File: src/rtl/core/eol_pkg.sv
// Shared constants and types for the earth occlusion line-of-sight check.
// No dependencies.
`timescale 1ns / 1ps

package eol_pkg;

  localparam int COORD_WIDTH_DEF = 24;

  localparam int ER_WIDTH  = 20;
  localparam int AM_WIDTH  = 16;
  localparam int RB_WIDTH  = ER_WIDTH + 1;   // radius plus margin
  localparam int RB2_WIDTH = 2 * RB_WIDTH;

  localparam logic [ER_WIDTH-1:0] ER_RESET = 20'd51024;
  localparam logic [AM_WIDTH-1:0] AM_RESET = 16'd64;

  localparam int CFG_IDX_W  = 4;
  localparam int CFG_DATA_W = 32;

  localparam logic [CFG_IDX_W-1:0] REG_EARTH_RADIUS = 4'd0;
  localparam logic [CFG_IDX_W-1:0] REG_ALT_MARGIN   = 4'd1;

  localparam int OUT_TDATA_W = 8;

  // Classification of one query ahead of the final product compare.
  typedef struct packed {
    logic force_block;  // target inside blocking radius
    logic force_vis;    // zero length, or closest point off the segment
    logic diff_neg;     // sensor inside blocking radius
  } flags_t;

  // Stage load enables for the split multiplier.
  typedef struct packed {
    logic ld_pp;
    logic ld_sum;
  } mul_en_t;

endpackage

File: src/rtl/core/eol_classify.sv
// Classification stage: blocking radius select, target test, segment range tests.
// One register stage. Depends on eol_pkg.
`timescale 1ns / 1ps

module eol_classify #(
  parameter int COORD_WIDTH = 24,
  localparam int SQ_W = 2 * COORD_WIDTH,
  localparam int BW   = 2 * COORD_WIDTH + 2,
  localparam int CW   = ((SQ_W > eol_pkg::RB2_WIDTH) ? SQ_W : eol_pkg::RB2_WIDTH) + 1
) (
  input  logic                           clk,
  input  logic                           rst,
  input  logic                           in_valid,
  output logic                           in_ready,
  input  logic [SQ_W-1:0]                rs2,
  input  logic [SQ_W-1:0]                rt2,
  input  logic [BW-1:0]                  b,
  input  logic signed [BW-1:0]           a,
  input  logic [eol_pkg::RB2_WIDTH-1:0]  thr2,
  input  logic [eol_pkg::RB2_WIDTH-1:0]  er2,
  output logic                           out_valid,
  input  logic                           out_ready,
  output eol_pkg::flags_t                out_flags,
  output logic [SQ_W-1:0]                out_diff,
  output logic [BW-1:0]                  out_absa,
  output logic [BW-1:0]                  out_b
);
  import eol_pkg::*;

  logic          v;
  logic          rdy;
  logic [CW-1:0] rs2_x, rt2_x, thr2_x, er2_x, rb2_x, diff;
  logic [BW-1:0] absa;
  flags_t        flags_next;

  assign rdy       = !v || out_ready;
  assign in_ready  = rdy;
  assign out_valid = v;

  always_comb begin
    rs2_x  = CW'(rs2);
    rt2_x  = CW'(rt2);
    thr2_x = CW'(thr2);
    er2_x  = CW'(er2);
    // sensor at or above radius plus margin sees the enlarged sphere
    rb2_x  = (rs2_x >= thr2_x) ? thr2_x : er2_x;
    // both operands stay below 2^(CW-1), so the top bit is the sign
    diff   = rs2_x - rb2_x;
    absa   = BW'(-a);
    flags_next.force_block = (rt2_x < rb2_x);
    flags_next.force_vis   = (b == '0) || (!a[BW-1] && (a != '0)) || (absa > b);
    flags_next.diff_neg    = diff[CW-1];
  end

  always_ff @(posedge clk) begin
    if (rst) begin
      v <= 1'b0;
    end else if (rdy) begin
      v <= in_valid;
    end
  end

  always_ff @(posedge clk) begin
    if (rdy) begin
      out_flags <= flags_next;
      out_diff  <= diff[SQ_W-1:0];
      out_absa  <= absa;
      out_b     <= b;
    end
  end

endmodule

File: config.mk
export PLATFORM = sky130hd
export DESIGN_NAME = eol_classify
export DESIGN_NICKNAME = d
export VERILOG_FILES = /design/src/rtl/core/eol_pkg.sv /design/src/rtl/core/eol_classify.sv
export SDC_FILE = /design/constraint.sdc
export NUM_CORES = 1
export LEC_CHECK = 0
export BUFFER_PORTS_ARGS = -buffer_cell sky130_fd_sc_hd__clkbuf_2
export CAP_MARGIN = 20
export CORE_ASPECT_RATIO = 1.1
export CORE_MARGIN = 1.5
export CORE_UTILIZATION = 40
export CTS_CLUSTER_SIZE = 14
export DETAILED_ROUTE_END_ITERATION = 12
export HOLD_SLACK_MARGIN = 0.02
export PLACE_DENSITY = 0.8
export RECOVER_POWER = 100
export SETUP_SLACK_MARGIN = 0.02
export SLEW_MARGIN = 10
export SYNTH_ARGS = -nofsm -noshare
export SYNTH_HDL_FRONTEND = slang
export SYNTH_SLANG_ARGS = --single-unit
File: constraint.sdc
create_clock -name clk -period 5.95 [get_ports clk]
set_clock_uncertainty 0.2 [all_clocks]
set_input_delay 0.2975 -clock clk [delete_from_list [all_inputs] [get_ports clk]]
set_output_delay 0.2975 -clock clk [all_outputs]
set_load 0.02 [all_outputs]
==> metrics.txt, run 1 <==
status=finished, violations left; failing checks=capacitance limit, slew limit; period utilization=95.5%; total grt overflow=0; post-route cell area=0.0168 sq mm; Max clock buf depth=2; R2R Setup Slk=2.53 ns; area share of the largest cell type after synthesis=35.5%; IO Pins=437; NetSw=1.29 mW; Cells after Synth=1306; I/O Buffers=approximately 440; ys flop type=edfxtp_1; setup TNS=0 ns; Layout Area Growth over Synthesis=31.6%; crit path DAT=5.66 ns; reg2reg end=out_valid; VDD IR-drop max=approximately 0.19 mV; Critical Path Source=rs2[46]; die width=173 microns; initial core utilization=40.7%; most frequent cells in the layout=clkbuf_2 (230), clkbuf_1 (213), edfxtp_1 (151), ha_1 (140), inv_1 (119); average routed wire per standard cell=21.2 microns; Max FO, Critical Path=5; Core Area=0.0314 sq mm; Site Rows=68; Clk pwr share=between 30% and 40%; Max-Cap Viols=1; Final setup violation count=0; pin count of the biggest net entering global routing=102; Pwr Total=3.64 mW; FF+latch count, synth=approximately 150; Slew Viols, Final=between 50 and 60; vias=between 10000 and 15000; Syn. warnings=0; Worst-path clk slew=0.07 ns; Iter 0 DRT Violations=between 1000 and 1500; final non-filler cell total=2300; Power per Cell Area=217 mW/mm^2; Worst EP required=5.93 ns; CP Capture Type=flip-flop; CTS root buffer=clkbuf_16; die area=approximately 0.033 sq mm; global-route wire length before repair=72800 microns; Post-synth EDFFs=between 150 and 200; clk_lat worst skew=0.43 ns; worst setup path end=out_diff[42]; number of global-route vias before repair=13000; count of different cell masters after synthesis=84; R2R cell count=3; Vias/cell=5.69; CTS tree=done; Slew HR=-89.1%; static leakage=7.02 nW; Int Pwr=2.35 mW; initial antenna violation count=5; Placed Cells=2197; RSZ-0062 raised after global routing=false; commonest non-fill, non-tap cell in the layout=clkbuf_2; DR pass1 iterations=5; # nets final=2287; Tmin final=5.68 ns; CP Launch Type=primary input; slowest CP cell=dlygate4sd3_1; hold crit path type=in2reg; HPWL after DPL=39600 microns; total CTS buffers=17; DRC viols=0; Post-synth ARST share=0%; slowest stage delay, CP=0.53 ns; total track usage=between 20 and 30%; DP Area=0.0158 sq mm; GPL Wtd Cong=just under 1; Worst path top cell family by delay=compound AO/OA/AOI/OAI gates; largest area contributor in the netlist=edfxtp_1; H-tree depth=4; Reg-to-Reg Start=out_valid; final WL=48800 microns; Routed Antenna Nets=0; syn_area_per_cell=around 10 sq um; syn nets=1731; CP Depth=23; Crit Path Class=in2reg; layout cells sized above 1=19.0%; Synth area leaders=edfxtp_1 (36%), ha_1 (14%), xnor2_1 (4.7%); Max Freq=approximately 180 MHz; sequential area share after synthesis=35.7%; # clock sinks=152; worst-path cell chain=dlygate4sd3_1, clkbuf_1, nor4_2, nand2_1, a2111oi_4, a22oi_2, nor3_4, mux2_2, ha_1, inv_1, fa_1, nor2b_1, nand4_1, o311ai_1, a31oi_1, a2111oi_0, or3_1, o21ai_2, a31o_2, a211oi_4, a211oi_2, nor3_1, xor2_1; Reg power frac=between 30% and 40%; area of the mapped netlist=0.0128 sq mm; Hold Vio Cnt, Final=0; Die Ht=190 microns; worst path bufs/invs=3; Combinational Power Share=about 31%; worst-margin pin slew=2.84 ns; Net Sw Frac=35.4%
## state kept, by name, indices dropped and copies added (netlist names)
signal     count
out_absa      50
out_b         50
out_diff      48
out_flags      3
out_valid      1
## power groups by stage
stage	sequential, mW	clock, mW	combinational, mW
after global placement	1.41	0	1.09
after floorplan	1.54	0	0.487
after detailed placement	1.41	0	1.10
after CTS	1.39	1.16	1.14
final	1.38	1.14	1.12
after global routing	1.39	1.20	1.20
## cell usage after synthesis, types with 6 or more instances
master and n:
edfxtp_1 151, ha_1 140, inv_1 119, a21oi_1 79
nand2_1 71, nor2_1 70, xnor2_1 68, o21ai_0 44
nor4_1 41, xor2_1 40, nand4_1 37, nor3_1 36
mux2i_1 30, maj3_1 29, nand2b_1 29, nand3_1 24
nor2b_1 23, a21o_1 21, and2_1 20, a31oi_1 19
or3_1 16, and4_1 11, o31ai_1 11, a211oi_1 10
and3_1 9, or4_1 9, buf_2 7, a32oi_1 6
nand3b_1 6, or2_2 6
## layout make-up
cell class	instances	area, sq um
Antenna cell	5	12.5
Fill cell	2891	14600
Sequential cell	152	4550
Timing Repair Buffer	562	3050
Clock inverter	15	180
Clock buffer	17	425
Inverter	119	447
Tap cell	420	526
Multi-Input combinational cell	1010	7600
## worst min-delay path by stage
stage / startpoint / endpoint / slack, ns / cells past startpoint
floorplan: rst / out_valid / 0.17 / 1
global placement: rst / out_valid / 0.25 / 2
detailed placement: rst / out_valid / 0.26 / 2
CTS: a[6] / out_absa[6] / 0.02 / 2
global route: rs2[43] / out_diff[43] / 0.02 / 2
finish: rs2[43] / out_diff[43] / 0.03 / 2
## per-stage QoR
| stage | setup WS (ns) | hold WS [ns] | util [%] |
|---|---|---|---|
| 2_1_floorplan | 0.0644 | 0.167 | - |
| 3_3_place_gp | 0.127 | 0.250 | 50.4 |
| 3_5_place_dp | 0.0112 | 0.262 | 50.4 |
| 4_1_cts | 0.306 | 0.0208 | 54.4 |
| 5_1_grt | 0.0463 | 0.0220 | 53.5 |
| 6_report | 0.267 | 0.0277 | 53.5 |
## metal layers
metal	global-route usage, %	share of wire (%)
met3	7.24	9.3
met5	0	0
met2	52.3	50
met4	14.7	4.7
met1	31.3	36
## what timing repair did
item	in CTS	in global routing
hold endpoints to repair	65	0
buffers inserted	0	0
hold buffers	66	0
resized for setup	0	1
endpoints found under the setup margin	0	1
## cells by family (layout without fill, tap and decap cells)
family                     count (synthesis)  count (layout)  synth area share, %
and+or+nand+nor                          422             422                 18.1
AOI/OAI and AO/OA                        275             275                 15.2
adders and majority gates                170             170                 16.2
DFF                                      152             152                 35.7
buffers and inverters                    144             713                 4.66
xor gates and xnor gates                 108             108                 7.41
muxes                                     35              35                 2.81
other                                      0               5                    0
Power figures use the tool's default switching activity.
==> run 2, diff against run 1 <==
- CELL_PAD_IN_SITES_DETAIL_PLACEMENT: not set -> 1
- CELL_PAD_IN_SITES_GLOBAL_PLACEMENT: not set -> 1
- CORE_UTILIZATION: 40 -> 35
- CTS_BUF_LIST: not set -> sky130_fd_sc_hd__clkbuf_16
- PLACE_DENSITY: 0.8 -> 0.89
- TNS_END_PERCENT: not set -> 10
==> run 2 against run 1 <==
Critical endpoint is now out_flags[1]. First-iteration DRC count down 11%. The flow still finishes with violations (capacitance limit, slew limit). Highest routed layer is now met5. Largest cell class unchanged. Power up 2.6%. Via count up 4.8%.
==> metrics.txt, run 2 (synthesis gave the netlist of run 1 again) <==
average routed wire per standard cell=25.5 microns (was 21.2 microns); Filler Cell Count=4368 (was 2891); Max clock buf depth=2 (unchanged); VDD IR-drop max=0.207 mV (was 0.188 mV); period utilization=97.6% (was 95.5%); CP Depth=22 (was 23); DR pass1 iterations=7 (was 5); total grt overflow=0 (unchanged); CP Capture Type=flip-flop (unchanged); Worst-path clk slew=0.07 ns (about the same); pin count of the biggest net entering global routing=103 (was 102); Site Rows=73 (was 68); Crit Path Class=in2reg (unchanged); Vias/cell=5.74 (was 5.69); Largest regs=out_absa: 50 flops, out_b: 50 flops, out_diff: 48 flops (unchanged); worst-margin pin slew=3.04 ns (was 2.84 ns); DRC viols=0 (unchanged); I/O Buffers=436 (unchanged); Iter 0 DRT Violations=889 (was 1004); slowest stage delay, CP=0.64 ns (was 0.53 ns); final WL=61100 microns (was 48800 microns); Slew HR=-103% (was -89.1%); Hold Vio Cnt, Final=0 (unchanged); CTS root buffer=clkbuf_16 (unchanged); vias=13700 (was 13100); commonest non-fill, non-tap cell in the layout=clkbuf_2 (unchanged); Slew Viols, Final=52 (was 53); Routed Antenna Nets=0 (unchanged); Die Ht=203 microns (was 190 microns); HPWL after DPL=46300 microns (was 39600 microns); total track usage=32.2% (was 28.9%); Max FO, Critical Path=4 (was 5); total CTS buffers=17 (unchanged); Layout Area Growth over Synthesis=34.0% (was 31.6%); Pwr Total=3.74 mW (was 3.64 mW); Finished Core Util=47.4% (was 53.5%); worst path bufs/invs=2 (was 3); worst setup path end=out_flags[1] (was out_diff[42]); R2R cell count=3 (unchanged); GPL Wtd Cong=0.957 (was 0.975); Max-Cap Viols=1 (unchanged); initial antenna violation count=10 (was 5); met1 wire length=21700 microns (was 17500 microns); reg2reg end=out_valid (unchanged); CP Launch Type=primary input (unchanged); Reg-to-Reg Start=out_valid (unchanged); crit path DAT=5.76 ns (was 5.66 ns); failing checks=capacitance limit, slew limit (unchanged); # nets final=2310 (was 2287); static leakage=7.15 nW (was 7.02 nW); Final setup violation count=0 (unchanged); Max Freq=172 MHz (was 176 MHz); R2R Setup Slk=2.36 ns (was 2.53 ns); initial core utilization=35.4% (was 40.7%); clk_lat worst skew=0.45 ns (was 0.43 ns); most frequent cells in the layout=clkbuf_2 (231), clkbuf_1 (211), edfxtp_1 (151), ha_1 (140), inv_1 (120) (was clkbuf_2 (230), clkbuf_1 (213), edfxtp_1 (151), ha_1 (140), inv_1 (119)); worst-path cell chain=dlygate4sd3_1, clkbuf_1, or4_1, nor4_4, nor2b_1, nand3_1, or3_1, or3_1, xor2_1, ha_1, a21oi_1, nor2b_1, o21ai_0, nand2b_1, a21oi_1, nor2b_1, o21ai_0, nand2b_1, a221oi_1, nor3_1, a211oi_1, o21ai_0 (was dlygate4sd3_1, clkbuf_1, nor4_2, nand2_1, a2111oi_4, a22oi_2, nor3_4, mux2_2, ha_1, inv_1, fa_1, nor2b_1, nand4_1, o311ai_1, a31oi_1, a2111oi_0, or3_1, o21ai_2, a31o_2, a211oi_4, a211oi_2, nor3_1, xor2_1); H-tree depth=4 (unchanged); hold crit path type=in2reg (unchanged); RSZ-0062 raised after global routing=true (was false); layout cells sized above 1=20.2% (was 19.0%); IO Pins=437 (unchanged); die area=0.0376 sq mm (was 0.0330 sq mm); die width=185 microns (was 173 microns); Core Area=0.0361 sq mm (was 0.0314 sq mm); Critical Path Source=a[14] (was rs2[46]); CTS tree=done (unchanged); Power per Cell Area=218 mW/mm^2 (was 217 mW/mm^2); Worst path top cell family by delay=simple AND/OR/NAND/NOR gates (was compound AO/OA/AOI/OAI gates); # clock sinks=152 (unchanged); number of global-route vias before repair=14900 (was 13000); final hold slack=0.0585 ns (was 0.0277 ns); slowest CP cell=or4_1 (was dlygate4sd3_1); metal2 WL=30100 microns (was 24500 microns); Tmin final=5.80 ns (was 5.68 ns); Worst EP required=5.91 ns (was 5.93 ns); metal3 WL=5690 microns (was 4520 microns); Highest Signal Layer=met5 (was met4); global-route wire length before repair=89200 microns (was 72800 microns); status=finished, violations left (unchanged)
==> run 2: cell count changes in the layout (fill, tap and decap cells not counted), sizes merged <==
cell | previous run | this run
clkinv | 3 | 4
dlygate4sd3 | 66 | 70
diode | 5 | 7
clkinvlp | 2 | 1
buf | 50 | 69
==> run 2: area by class of cell <==
cell class / instances / area [sq um] / area share [%]
multi-input combinational: 1010 / 7660 / 44.8
sequential: 152 / 4550 / 26.6
timing repair buffer: 585 / 3230 / 18.9
tap: 487 / 609 / 3.56
inverter: 119 / 447 / 2.61
clock buffer: 17 / 425 / 2.49
clock inverter: 15 / 156 / 0.915
antenna: 7 / 17.5 / 0.102
==> run 2: routing by layer <==
metal | track usage, % | vias up
li1 | - | 6086
met1 | 33.9 | 6618
met2 | 57.3 | 782
met3 | 9.02 | 229
met4 | 18.1 | 10
met5 | 0 | -
==> run 2: where the power goes <==
group          switching, mW  total, mW  internal, mW
Clock                  0.552       1.14         0.593
Combinational          0.766       1.21         0.442
Sequential            0.0566       1.38          1.33
Total                   1.37       3.74          2.36
==> run 2: worst min path at each step <==
stage	from	end	slack, ns	depth (start not counted)
after floorplan	rst	out_valid	0.17	1
after global placement	rst	out_valid	0.25	2
after detailed placement	rst	out_valid	0.26	2
after CTS	a[37]	out_absa[37]	0.02	2
after global routing	a[26]	out_absa[26]	0.05	2
final	a[25]	out_absa[25]	0.06	2
==> run 2: stage by stage <==
stage,setup slack (ns),TNS [ns],std cells,instance area (sq um)
final,0.145,0,2392,17100
after global routing,0.00241,0,2389,17100
after CTS,0.0215,0,2384,17300
after detailed placement,-0.184,-0.812,2282,16000
after global placement,0.0584,0,2282,16000
after floorplan,0.0644,0,1306,12800
==> run 2: what timing repair did <==
| action | CTS | global route |
|---|---|---|
| gates resized for setup | 0 | 12 |
| setup buffers | 0 | 2 |
| hold buffers | 70 | 0 |
| endpoints found under the setup margin | 0 | 19 |
| hold endpoints to repair | 69 | 0 |
==> run 3, diff against run 2 <==
- CORE_UTILIZATION: 35 -> 40
- PLACE_DENSITY: 0.89 -> 0.95
- clock period: 5.95 -> 7.2 ns (I/O delays scaled with it)
==> run 3 against run 2 <==
The flow still finishes with violations (capacitance limit, slew limit). Sequential power is 17% lower. Clock-buffer cell count did not move. Power shrank 20%. Sequential cell count unchanged. Critical path depth unchanged. Sequential share of layout area is 1.3 points higher. Via count down 1.8%. Combinational power shrank 22%. Routed wire length is 5.0% lower.
==> metrics.txt, run 3 (synthesis gave the netlist of run 1 again) <==
status=finished, violations left (unchanged); failing checks=capacitance limit, slew limit (unchanged); Worst path top cell family by delay=compound AO/OA/AOI/OAI gates (was simple AND/OR/NAND/NOR gates); CTS root buffer=clkbuf_16 (unchanged); CP Capture Type=flip-flop (unchanged); Power per Cell Area=184 mW/mm^2 (was 218 mW/mm^2); clk_lat worst skew=0.42 ns (was 0.45 ns); crit path DAT=6.58 ns (was 5.76 ns); Core Area=0.0314 sq mm (was 0.0361 sq mm); most frequent cells in the layout=clkbuf_2 (230), clkbuf_1 (210), edfxtp_1 (151), ha_1 (140), inv_1 (120) (was clkbuf_2 (231), clkbuf_1 (211), edfxtp_1 (151), ha_1 (140), inv_1 (120)); Filler Cell Count=3800 (was 4368); final WL=58000 microns (was 61100 microns); Site Rows=68 (was 73); multi-input logic area=0.00760 sq mm (was 0.00766 sq mm); I/O Buffers=436 (unchanged); setup TNS=0 ns (unchanged); Slew HR=-143% (was -103%); DR pass1 iterations=5 (was 7); register area=0.00455 sq mm (unchanged); Vias/cell=5.99 (was 5.74); WHS Path Cells=2 (unchanged); Tmin final=~6.6 ns; number of global-route vias before repair=14600 (was 14900); Reg power frac=38.1% (was 37.0%); Die Ht=190 microns (was 203 microns); # nets final=2232 (was 2310); slowest CP cell=clkbuf_1 (was or4_1); Slew Viols, Final=158 (was 52); Max-Cap Viols=3 (was 1); post-route cell area=0.0163 sq mm (was 0.0171 sq mm); CP Launch Type=primary input (unchanged); Iter 0 DRT Violations=925 (was 889); period utilization=91.5%; static leakage=6.75 nW (was 7.15 nW); vias=13500 (was 13700); NetSw=1.12 mW (was 1.37 mW); worst-margin pin slew=3.64 ns (was 3.04 ns); Max Freq=approximately 150 MHz; layout cells sized above 1=17.1% (was 20.2%); total grt overflow=0 (unchanged); IO Pins=437 (unchanged); Max FO, Critical Path=10 (was 4); R2R Setup Slk=1.83 ns (was 2.36 ns); Net Sw Frac=37.3% (was 36.8%); final non-filler cell total=2250 (was 2392); initial core utilization=40.7% (was 35.4%); worst-path cell chain=clkbuf_1, inv_1, ha_1, a21o_1, a221o_1, a221o_1, a22o_1, nor3_4, clkbuf_1, mux2i_1, ha_1, inv_1, or4b_1, or3_1, a2111oi_4, o2111ai_1, o211ai_2, nand2_1, o211ai_2, nand2_1, o31a_1, a211o_1 (was dlygate4sd3_1, clkbuf_1, or4_1, nor4_4, nor2b_1, nand3_1, or3_1, or3_1, xor2_1, ha_1, a21oi_1, nor2b_1, o21ai_0, nand2b_1, a21oi_1, nor2b_1, o21ai_0, nand2b_1, a221oi_1, nor3_1, a211oi_1, o21ai_0); Clk pwr share=30.5% (was 30.6%); average routed wire per standard cell=25.8 microns (was 25.5 microns); RSZ-0062 raised after global routing=false (was true); total CTS buffers=17 (unchanged); HPWL after DPL=44100 microns (was 46300 microns); # clock sinks=152 (unchanged); worst path bufs/invs=4 (was 2); H-tree depth=4 (unchanged); VDD IR-drop max=0.159 mV (was 0.207 mV); GPL Wtd Cong=0.976 (was 0.957); CP Depth=22 (unchanged); die area=0.0330 sq mm (was 0.0376 sq mm); Combinational Power Share=31.4% (was 32.3%); Largest regs=out_absa: 50 flops, out_b: 50 flops, out_diff: 48 flops (unchanged); CTS tree=done (unchanged); post-cts sizing count=0 (unchanged); Routed Antenna Nets=0 (unchanged); die width=173 microns (was 185 microns); Placed Cells=2154 (was 2282); Final setup violation count=0 (unchanged); DRC viols=0 (unchanged); initial antenna violation count=13 (was 10); Max clock buf depth=2 (unchanged); Worst EP required=7.19 ns (was 5.91 ns); global-route wire length before repair=86200 microns (was 89200 microns); Worst-path clk slew=0.08 ns (was 0.07 ns); hold_buf cts=53 (was 70); Layout Area Growth over Synthesis=27.7% (was 34.0%); Crit Path Class=in2reg (unchanged); commonest non-fill, non-tap cell in the layout=clkbuf_2 (unchanged); R2R cell count=4 (was 3); Finished Core Util=51.9% (was 47.4%); post-CTS setup buffers=0 (unchanged); DP Area=0.0155 sq mm (was 0.0160 sq mm); slowest stage delay, CP=0.56 ns (was 0.64 ns); Hold Vio Cnt, Final=0 (unchanged); Int Pwr=1.88 mW (was 2.36 mW); total track usage=34.4% (was 32.2%); hold crit path type=in2reg (unchanged); pin count of the biggest net entering global routing=63 (was 103)
-- run 3: cell types whose count changed in the layout (fill, tap and decap cells not counted), sizes merged, moves of 2 or more --
cell / before / now
buf: 69 / 14
clkbuf: 463 / 457
clkinvlp: 1 / 3
inv: 128 / 124
diode: 7 / 10
dlygate4sd3: 70 / 53
clkinv: 4 / 7
-- run 3: worst reg2reg max path: stages (launching register included) --
cell	delay, ns
dfxtp_1	0.31
nand2b_1	1.42
clkbuf_1	2.46
a21oi_1	0.21
dlygate4sd3_1	0.67
-- run 3: layout make-up --
cell class,instances,share of cell area (%)
diodes,10,0.154
clock buffers,17,2.61
clock inverters,15,0.890
inverters,119,2.74
multi-input cells,1010,46.6
flip-flops and latches,152,27.9
well taps,420,3.22
repair buffers,507,15.8
-- run 3: power by group through the flow --
| stage | Combinational [mW] | Sequential (mW) | Clock [mW] |
|---|---|---|---|
| after CTS | 0.949 | 1.14 | 0.918 |
| after global placement | 0.878 | 1.15 | 0 |
| after floorplan | 0.402 | 1.28 | 0 |
| after detailed placement | 0.915 | 1.16 | 0 |
| final | 0.942 | 1.14 | 0.916 |
| after global routing | 1.01 | 1.15 | 0.949 |
-- run 3: worst paths after layout --
check / startpoint / to
max reg2reg: out_valid / out_valid
max: thr2[34] / out_diff[45]
min: rs2[47] / out_diff[47]
min reg2reg: out_valid / out_b[3]
-- run 3: metal layers --
layer	vias up	track usage (%)	wire, microns
met5	-	0	49
met4	8	22.4	4190
met3	251	7.91	4910
met2	824	63.0	29000
met1	6456	35.3	19800
li1	5942	-	-
-- run 3: metrics by stage --
step	hold slack [ns]	total power, mW	worst slack (ns)
floorplan	0.229	1.68	0.794
global placement	0.314	2.03	0.844
detailed placement	0.323	2.07	0.638
CTS	0.0323	3.00	1.08
global route	0.0522	3.10	0.377
finish	0.0647	3.00	0.614
